==> config.mk <==
export PLATFORM = sky130hd
export DESIGN_NAME = xxh_mul
export DESIGN_NICKNAME = d
export VERILOG_FILES = /design/src/rtl/core/xxh64_stream_hash_core_assert.svh /design/src/rtl/core/xxh_pkg.sv /design/src/rtl/core/xxh_mul.sv
export SDC_FILE = /design/constraint.sdc
export NUM_CORES = 2
export LEC_CHECK = 0
export ABC_AREA = 1
export BUFFER_PORTS_ARGS = -buffer_cell sky130_fd_sc_hd__buf_2
export CAP_MARGIN = 20
export CORE_MARGIN = 3
export CORE_UTILIZATION = 40
export CTS_CLUSTER_SIZE = 10
export DETAILED_ROUTE_END_ITERATION = 8
export GPL_TIMING_DRIVEN = 0
export PLACE_DENSITY_LB_ADDON = 0.2
export SYNTH_ARGS = -nofsm -noshare
export SYNTH_HDL_FRONTEND = slang
export SYNTH_SLANG_ARGS = --single-unit
==> constraint.sdc <==
create_clock -name clk -period 7.3 [get_ports clk]
set_input_delay 1.46 -clock clk [delete_from_list [all_inputs] [get_ports clk]]
set_output_delay 1.46 -clock clk [all_outputs]
set_load 0.05 [all_outputs]
==> src/rtl/core/xxh64_stream_hash_core_assert.svh <==
// Assertion macros for the xxh64 stream hash core.
// Included by the top level; relies on nothing else.
`ifndef XXH64_STREAM_HASH_CORE_ASSERT_SVH
`define XXH64_STREAM_HASH_CORE_ASSERT_SVH

// same-cycle implication
`define XXH_ASSERT_NOW(label, clk, rst, ante, cons, msg) \
  label: assert property (@(posedge clk) disable iff (rst) (ante) |-> (cons)) \
    else $error(msg);

// next-cycle implication
`define XXH_ASSERT_NEXT(label, clk, rst, ante, cons, msg) \
  label: assert property (@(posedge clk) disable iff (rst) (ante) |=> (cons)) \
    else $error(msg);

`endif

==> src/rtl/core/xxh_pkg.sv <==
// Shared constants, types and helpers for the xxh64 stream hash core.
// No dependencies.
package xxh_pkg;

  localparam logic [63:0] PR1 = 64'h9E3779B185EBCA87;
  localparam logic [63:0] PR2 = 64'hC2B2AE3D27D4EB4F;
  localparam logic [63:0] PR3 = 64'h165667B19E3779F9;
  localparam logic [63:0] PR4 = 64'h85EBCA77C2B2AE63;
  localparam logic [63:0] PR5 = 64'h27D4EB2F165667C5;

  localparam int LEN_BITS_DEF = 64;

  typedef struct packed {
    logic        start;
    logic [63:0] a;
    logic [63:0] b;
  } mul_req_t;

  typedef struct packed {
    logic        done;
    logic [63:0] p;
  } mul_resp_t;

  function automatic logic [63:0] rotl(input logic [63:0] v, input int n);
    rotl = (v << n) | (v >> (64 - n));
  endfunction

endpackage

==> src/rtl/core/xxh_mul.sv <==
// Iterative 64x64 multiplier, low 64 bits of the product.
// One 32x32 multiplier is reused for three partial products; uses xxh_pkg.
module xxh_mul (
  input  logic              clk,
  input  logic              rst,
  input  xxh_pkg::mul_req_t req,
  output xxh_pkg::mul_resp_t resp
);
  import xxh_pkg::*;

  logic [2:0]  step;
  logic [63:0] a_r;
  logic [63:0] b_r;
  logic [63:0] prod;
  logic [63:0] acc;
  logic [31:0] ma;
  logic [31:0] mb;
  logic [63:0] mp;

  always_comb begin
    unique case (step)
      3'd2: begin
        ma = a_r[31:0];
        mb = b_r[63:32];
      end
      3'd3: begin
        ma = a_r[63:32];
        mb = b_r[31:0];
      end
      default: begin
        ma = a_r[31:0];
        mb = b_r[31:0];
      end
    endcase
  end

  // both operands are 32 bits wide; the upper halves are zero
  assign mp = 64'(ma) * 64'(mb);

  always_ff @(posedge clk) begin
    if (rst) begin
      step <= 3'd0;
    end else if (req.start) begin
      step <= 3'd1;
    end else if (step != 3'd0) begin
      step <= (step == 3'd4) ? 3'd0 : step + 3'd1;
    end
  end

  always_ff @(posedge clk) begin
    if (req.start) begin
      a_r <= req.a;
      b_r <= req.b;
    end
    unique case (step)
      3'd1: prod <= mp;
      3'd2: begin
        acc  <= prod;
        prod <= mp;
      end
      3'd3: begin
        acc  <= acc + {prod[31:0], 32'h0};
        prod <= mp;
      end
      default: ;
    endcase
  end

  // cross terms only reach the upper half
  assign resp.done = (step == 3'd4);
  assign resp.p    = acc + {prod[31:0], 32'h0};

endmodule

# ---- Word level (Yosys, flattened, before mapping)
# Cells that the tools add are included.
dict set report totals {
  register_bits 259
  elab_cells 24
}
dict set report classes {
  add_sub_neg 2
  mul 1
  n_eq_ne 4
  muxes 6
  reduce_logical 5
}
# cell n
set ops {}
lappend ops {{one-hot mux 64 bit (2 select lines)} 1}
lappend ops {{adder 64 bit} 1}
lappend ops {{multiplier 32 x 32 -> 64 bit} 1}
lappend ops {{two-way mux 32 bit} 2}
lappend ops {{== test 3 x 2 -> 1 bit, second input constant} 2}
lappend ops {{nonzero test 2 bit} 2}
lappend ops {{adder 3 x 1 -> 3 bit, second input constant} 1}
lappend ops {{== test 3 x 1 -> 1 bit, second input constant} 1}
lappend ops {{== test 3 bit, second input constant} 1}
lappend ops {{two-way mux 3 bit} 1}
lappend ops {{nonzero test 3 bit} 1}
lappend ops {{OR reduction 3 bit} 1}
lappend ops {{two-way mux 1 bit} 2}
lappend ops {{OR reduction 2 bit} 1}

# ---- Depth between registers and ports, before layout
dict set report logic_depth {
  depth_word 4
  mapped_depth 39
  mapped_depth_nobuf 36
}

# ---- Worst setup path before layout
# No wires, ideal clock.
dict set report synth_path {
  path_type {register to register}
  start {register step[0]}
  end {register prod[47], data pin}
  arrival_time_ns 6.929
  path_slack_ns 0.119
  stages_incl_launch_ff 34
  n_path_buf 3
  synth_period_minus_slack_ns 7.181
  cell_sequence {dfxtp_1 -> ha_1 -> ha_1 -> buf_4 -> buf_6 -> nand2_1 -> o21ai_1 -> inv_2 -> clkbuf_1 -> nor2_1 -> fa_1 -> inv_1 -> fa_1 -> fa_1 -> fa_1 -> inv_1 -> fa_1 -> inv_1 -> fa_1 -> inv_1 -> fa_1 -> inv_1 -> fa_1 -> inv_1 -> ha_1 -> nand2_1 -> nor2_1 -> nand2_1 -> nor3_1 -> nand2_1 -> nand2_1 -> nand2_1 -> nand3_1 -> nand2_1}
}
dict set report synth_between {
  elab_chain_len 3
  word_cells_on_any_way 5
  classes_between {mul (1); eq/ne (2); mux (2)}
}
# element line
set synth_lines {}
lappend synth_lines {{start, declared} xxh_mul.sv:11} ;# logic [2:0] step;
lappend synth_lines {{start signal, assigned} xxh_mul.sv:46} ;# step <= (step == 3'd4) ? 3'd0 : step + 3'd1;
lappend synth_lines {{== test 3 x 2 -> 1 bit} xxh_mul.sv:21} ;# unique case (step)
lappend synth_lines {{two-way mux 32 bit} xxh_mul.sv:21}
lappend synth_lines {{multiplier 32 x 32 -> 64 bit *} xxh_mul.sv:38} ;# assign mp = 64'(ma) * 64'(mb);
lappend synth_lines {{net mp[47]} xxh_mul.sv:18} ;# logic [63:0] mp;
lappend synth_lines {{end signal, assigned} xxh_mul.sv:56} ;# 3'd1: prod <= mp;
lappend synth_lines {{end signal, assigned} xxh_mul.sv:59} ;# prod <= mp;
lappend synth_lines {{end signal, assigned} xxh_mul.sv:63} ;# prod <= mp;
lappend synth_lines {{end, declared} xxh_mul.sv:14} ;# logic [63:0] prod;
# The timed path passes the listed nets; every way through them passes the cells marked *.
# A chain may end at the register's enable or synchronous reset.

# ---- Final worst setup path
dict set report layout_path {
  start {register step[0]}
  end {register prod[63], data pin}
}
# Same word-level chain as after synthesis.

==> metrics.log <==
[metrics] total nets after synthesis: 6829
[metrics] leading cell type in the layout, fill and taps excluded: sky130_fd_sc_hd__inv_1
[metrics] Main synth FF type: sky130_fd_sc_hd__edfxtp_1
[metrics] failing checks: negative setup slack
[metrics] register bit total from synthesis: 259
[metrics] Hold Path Cell Cnt: 2
[metrics] clock-pin slew on the worst setup and hold paths: 0.06 ns
[metrics] number of standard cells after synthesis: 5502
[metrics] remaining antenna violation count after routing: 0
[metrics] total number of H-tree levels: 1
[metrics] Synth async-reset ratio: 0
[metrics] Core Footprint: 115000 um2
[metrics] total of buffers placed on input and output ports: 195
[metrics] end of the worst register-to-register path: prod[63]
[metrics] crit path setup slack, layout: -0.424 ns
[metrics] mean routed wirelength per cell: 23.7 um
[metrics] result of the run: finished with violations
[metrics] kind of cell with the highest combined delay on the critical path: adder cells
[metrics] Required @ worst endpoint: 7.62 ns
[metrics] crit share post-route: 1.06
[metrics] detail-routed via count per cell: 5.04
[metrics] crit path DAT: 8.05 ns
[metrics] number of flops mapped to enable cells by yosys: 256
[metrics] Skew-Pair Late Insertion Delay: 0.61 ns
[metrics] RR Startpoint: step[0]
[metrics] Ports: 196
[metrics] TritonCTS clock tree: yes
[metrics] aggregate global routing overflow: 0
[metrics] worst slew pin tran: 0.932 ns
[metrics] setup tns final: -12.90 ns
[metrics] pin count of the biggest net entering global routing: 106
[metrics] routability-driven placement congestion ratio: 0.984
[metrics] num rows: 124
[metrics] final cell count without fillers: 7520
[metrics] final-report hold violation count: 0
[metrics] clk root buf: sky130_fd_sc_hd__clkbuf_16
[metrics] Post-Synthesis Mean Instance Area: 8.43 um2
[metrics] Fmax achieved: 0.129 GHz
[metrics] final critical path time including I/O delays and setup: 7.72 ns
[metrics] hold path start: prod[37]
[metrics] number of clock buffers inserted by TritonCTS: 31
[metrics] remaining max-slew budget at the tightest pin: 0.377
[metrics] max-cap viol count: 0
[metrics] detailed-route DRC error count: 0
[metrics] number of distinct library cells after synthesis: 38
[metrics] class of the most critical hold timing path: register to register
[metrics] RSZ-0062 raised after global routing: true
[metrics] number of buffers and inverters on the critical path: 10
[metrics] kind of critical path: register to register
[metrics] 1st-iter DRT viols: 2750
[metrics] via count: 37900
[metrics] die outline height: 347 um
[metrics] Max Root-Sink Buffers: 3
[metrics] Worst setup EP type: register
[metrics] total half-perimeter wirelength after legalization and detailed placement: 146000 um
[metrics] Startpoint Class: register
[metrics] Fillers: 11000
[metrics] Most Frequent Cell on Critical Path: sky130_fd_sc_hd__fa_1
[metrics] proportion of layout cells with a drive suffix above 1: 0.227
[metrics] length in cells of the worst reg-to-reg path: 32
[metrics] total setup violations reported at the end of the flow: 44
[metrics] die area: 120000 um2
[metrics] die width: 347 um
[metrics] wire length of the first global-routing pass: 260000 um
[metrics] initial cell density of the core: 0.405
[metrics] endpoint with the worst hold slack: acc[37]
[metrics] worst clock skew: 0.0422 ns
[metrics] length of the first detailed-routing pass in iterations: 5
[metrics] pre-CTS setup slack: -1.89 ns
[metrics] Reg2Reg Setup Slack: -0.42 ns
[metrics] slowest library cell on the worst path: sky130_fd_sc_hd__fa_1
[metrics] wirelength, routed: 178000 um
[metrics] GRT Util Overall: 0.298
[metrics] commonest non-fill, non-tap cells in the layout: sky130_fd_sc_hd__inv_1 (1226), sky130_fd_sc_hd__nand2_1 (1160), sky130_fd_sc_hd__fa_1 (830)
[metrics] cell area after synthesis: 46400 um2
[metrics] Synth-to-Final Area Change: 22.8%
[metrics] via count of the first global-routing pass: 39500
[metrics] Post-Place Cells: 7212
[metrics] antenna violations before repair: 4
[metrics] clock sink count: 259
[metrics] sequential cell area fraction in the yosys report: 0.167
[metrics] Net count, final: 7316
[metrics] critical path fanouts, max: 10
[metrics] total number of yosys warnings: 0
[metrics] delay contributed by the slowest stage of the critical path: 0.59 ns
[metrics] number of max-slew violations in the final report: 0
## synth_stat cells (2+ instances only)
cell type / count / share of area
sky130_fd_sc_hd__or2_2: 3 / 0.00040
sky130_fd_sc_hd__nor2_1: 740 / 0.060
sky130_fd_sc_hd__nand4_1: 14 / 0.0019
sky130_fd_sc_hd__inv_4: 7 / 0.00094
sky130_fd_sc_hd__o21ai_1: 15 / 0.0016
sky130_fd_sc_hd__dfxtp_1: 3 / 0.0013
sky130_fd_sc_hd__buf_4: 49 / 0.0079
sky130_fd_sc_hd__fa_1: 897 / 0.39
sky130_fd_sc_hd__o21ai_4: 16 / 0.0056
sky130_fd_sc_hd__xor2_1: 42 / 0.0079
sky130_fd_sc_hd__inv_1: 1307 / 0.11
sky130_fd_sc_hd__and2_1: 16 / 0.0022
sky130_fd_sc_hd__edfxtp_1: 256 / 0.17
sky130_fd_sc_hd__nor3_1: 22 / 0.0024
sky130_fd_sc_hd__and3_1: 3 / 0.00040
sky130_fd_sc_hd__a21oi_1: 66 / 0.0071
sky130_fd_sc_hd__nor3_2: 2 / 0.00043
sky130_fd_sc_hd__o21ai_2: 28 / 0.0053
sky130_fd_sc_hd__nor4_1: 4 / 0.00054
sky130_fd_sc_hd__xnor2_1: 10 / 0.0019
sky130_fd_sc_hd__inv_2: 42 / 0.0034
sky130_fd_sc_hd__nor2_2: 4 / 0.00054
sky130_fd_sc_hd__ha_1: 299 / 0.081
sky130_fd_sc_hd__o21ai_0: 13 / 0.0014
sky130_fd_sc_hd__nand3b_1: 9 / 0.0015
sky130_fd_sc_hd__clkbuf_1: 27 / 0.0022
sky130_fd_sc_hd__o21bai_1: 12 / 0.0019
sky130_fd_sc_hd__buf_6: 39 / 0.0095
sky130_fd_sc_hd__or2_1: 29 / 0.0039
sky130_fd_sc_hd__buf_2: 86 / 0.0093
sky130_fd_sc_hd__or2_4: 2 / 0.00038
sky130_fd_sc_hd__buf_1: 7 / 0.00057
sky130_fd_sc_hd__nand2_1: 1339 / 0.11
sky130_fd_sc_hd__nand3_1: 90 / 0.0097
## tightest hold or removal path, stage by stage (launching register included)
cell	delay, ns
sky130_fd_sc_hd__edfxtp_1	0.31
sky130_fd_sc_hd__nand2_1	0.05
sky130_fd_sc_hd__nand2_1	0.05
## logic make-up after synthesis
kind of cell / synth area share
xor gates and xnor gates: 0.00981
buffers and inverters: 0.140
DFF: 0.167
adders and majority gates: 0.468
and+or+nand+nor: 0.193
AOI/OAI and AO/OA: 0.0232
## sequential cells by signal, indices dropped and copies added (netlist names)
signal and flops:
b_r 64, step 3, a_r 64, prod 64
acc 64
## final cells by class
type	instances	area, um2	share of cell area
Multi-Input combinational cell	3678	35000	0.614
Antenna cell	1	2.50	0.0000439
Tap cell	1512	1890	0.0332
Inverter	1357	5270	0.0924
Clock buffer	46	832	0.0146
Timing Repair Buffer	455	3600	0.0632
Buffer	207	2620	0.0460
Sequential cell	259	7750	0.136
Clock inverter	5	25.0	0.000439
## timing repair
action	CTS	global route
resized for setup	905	316
setup buffers	179	74
endpoints found under the setup margin	54	52
pin swaps	236	125
hold buffers	0	0
gates cloned	4	2
## worst max path at each step
stage,start,end,slack [ns],cells after the start
final,step[0],prod[63],-0.42,32
after global routing,step[0],prod[40],-0.57,36
after CTS,step[1],prod[51],-0.39,31
after detailed placement,step[0],prod[40],-1.89,35
after global placement,step[0],prod[40],-1.86,35
after floorplan,step[0],prod[47],0.12,33
## layer usage
layer	vias to the layer above	wire, um	track usage
met5	-	7	0
met4	2	14600	0.174
met3	513	16500	0.0725
met2	1774	80800	0.486
met1	18700	66400	0.359
li1	16900	-	-
## stage by stage
stage	area (um2)	util	hold slack (ns)
after global placement	49300	0.430	0.496
final	57000	0.497	0.509
after floorplan	46400	-	0.471
after CTS	55300	0.482	0.510
after global routing	57000	0.497	0.545
after detailed placement	49400	0.431	0.496
Power is not shown: default switching activity piles up to over one toggle a cycle in this logic, so the estimate is an artifact.
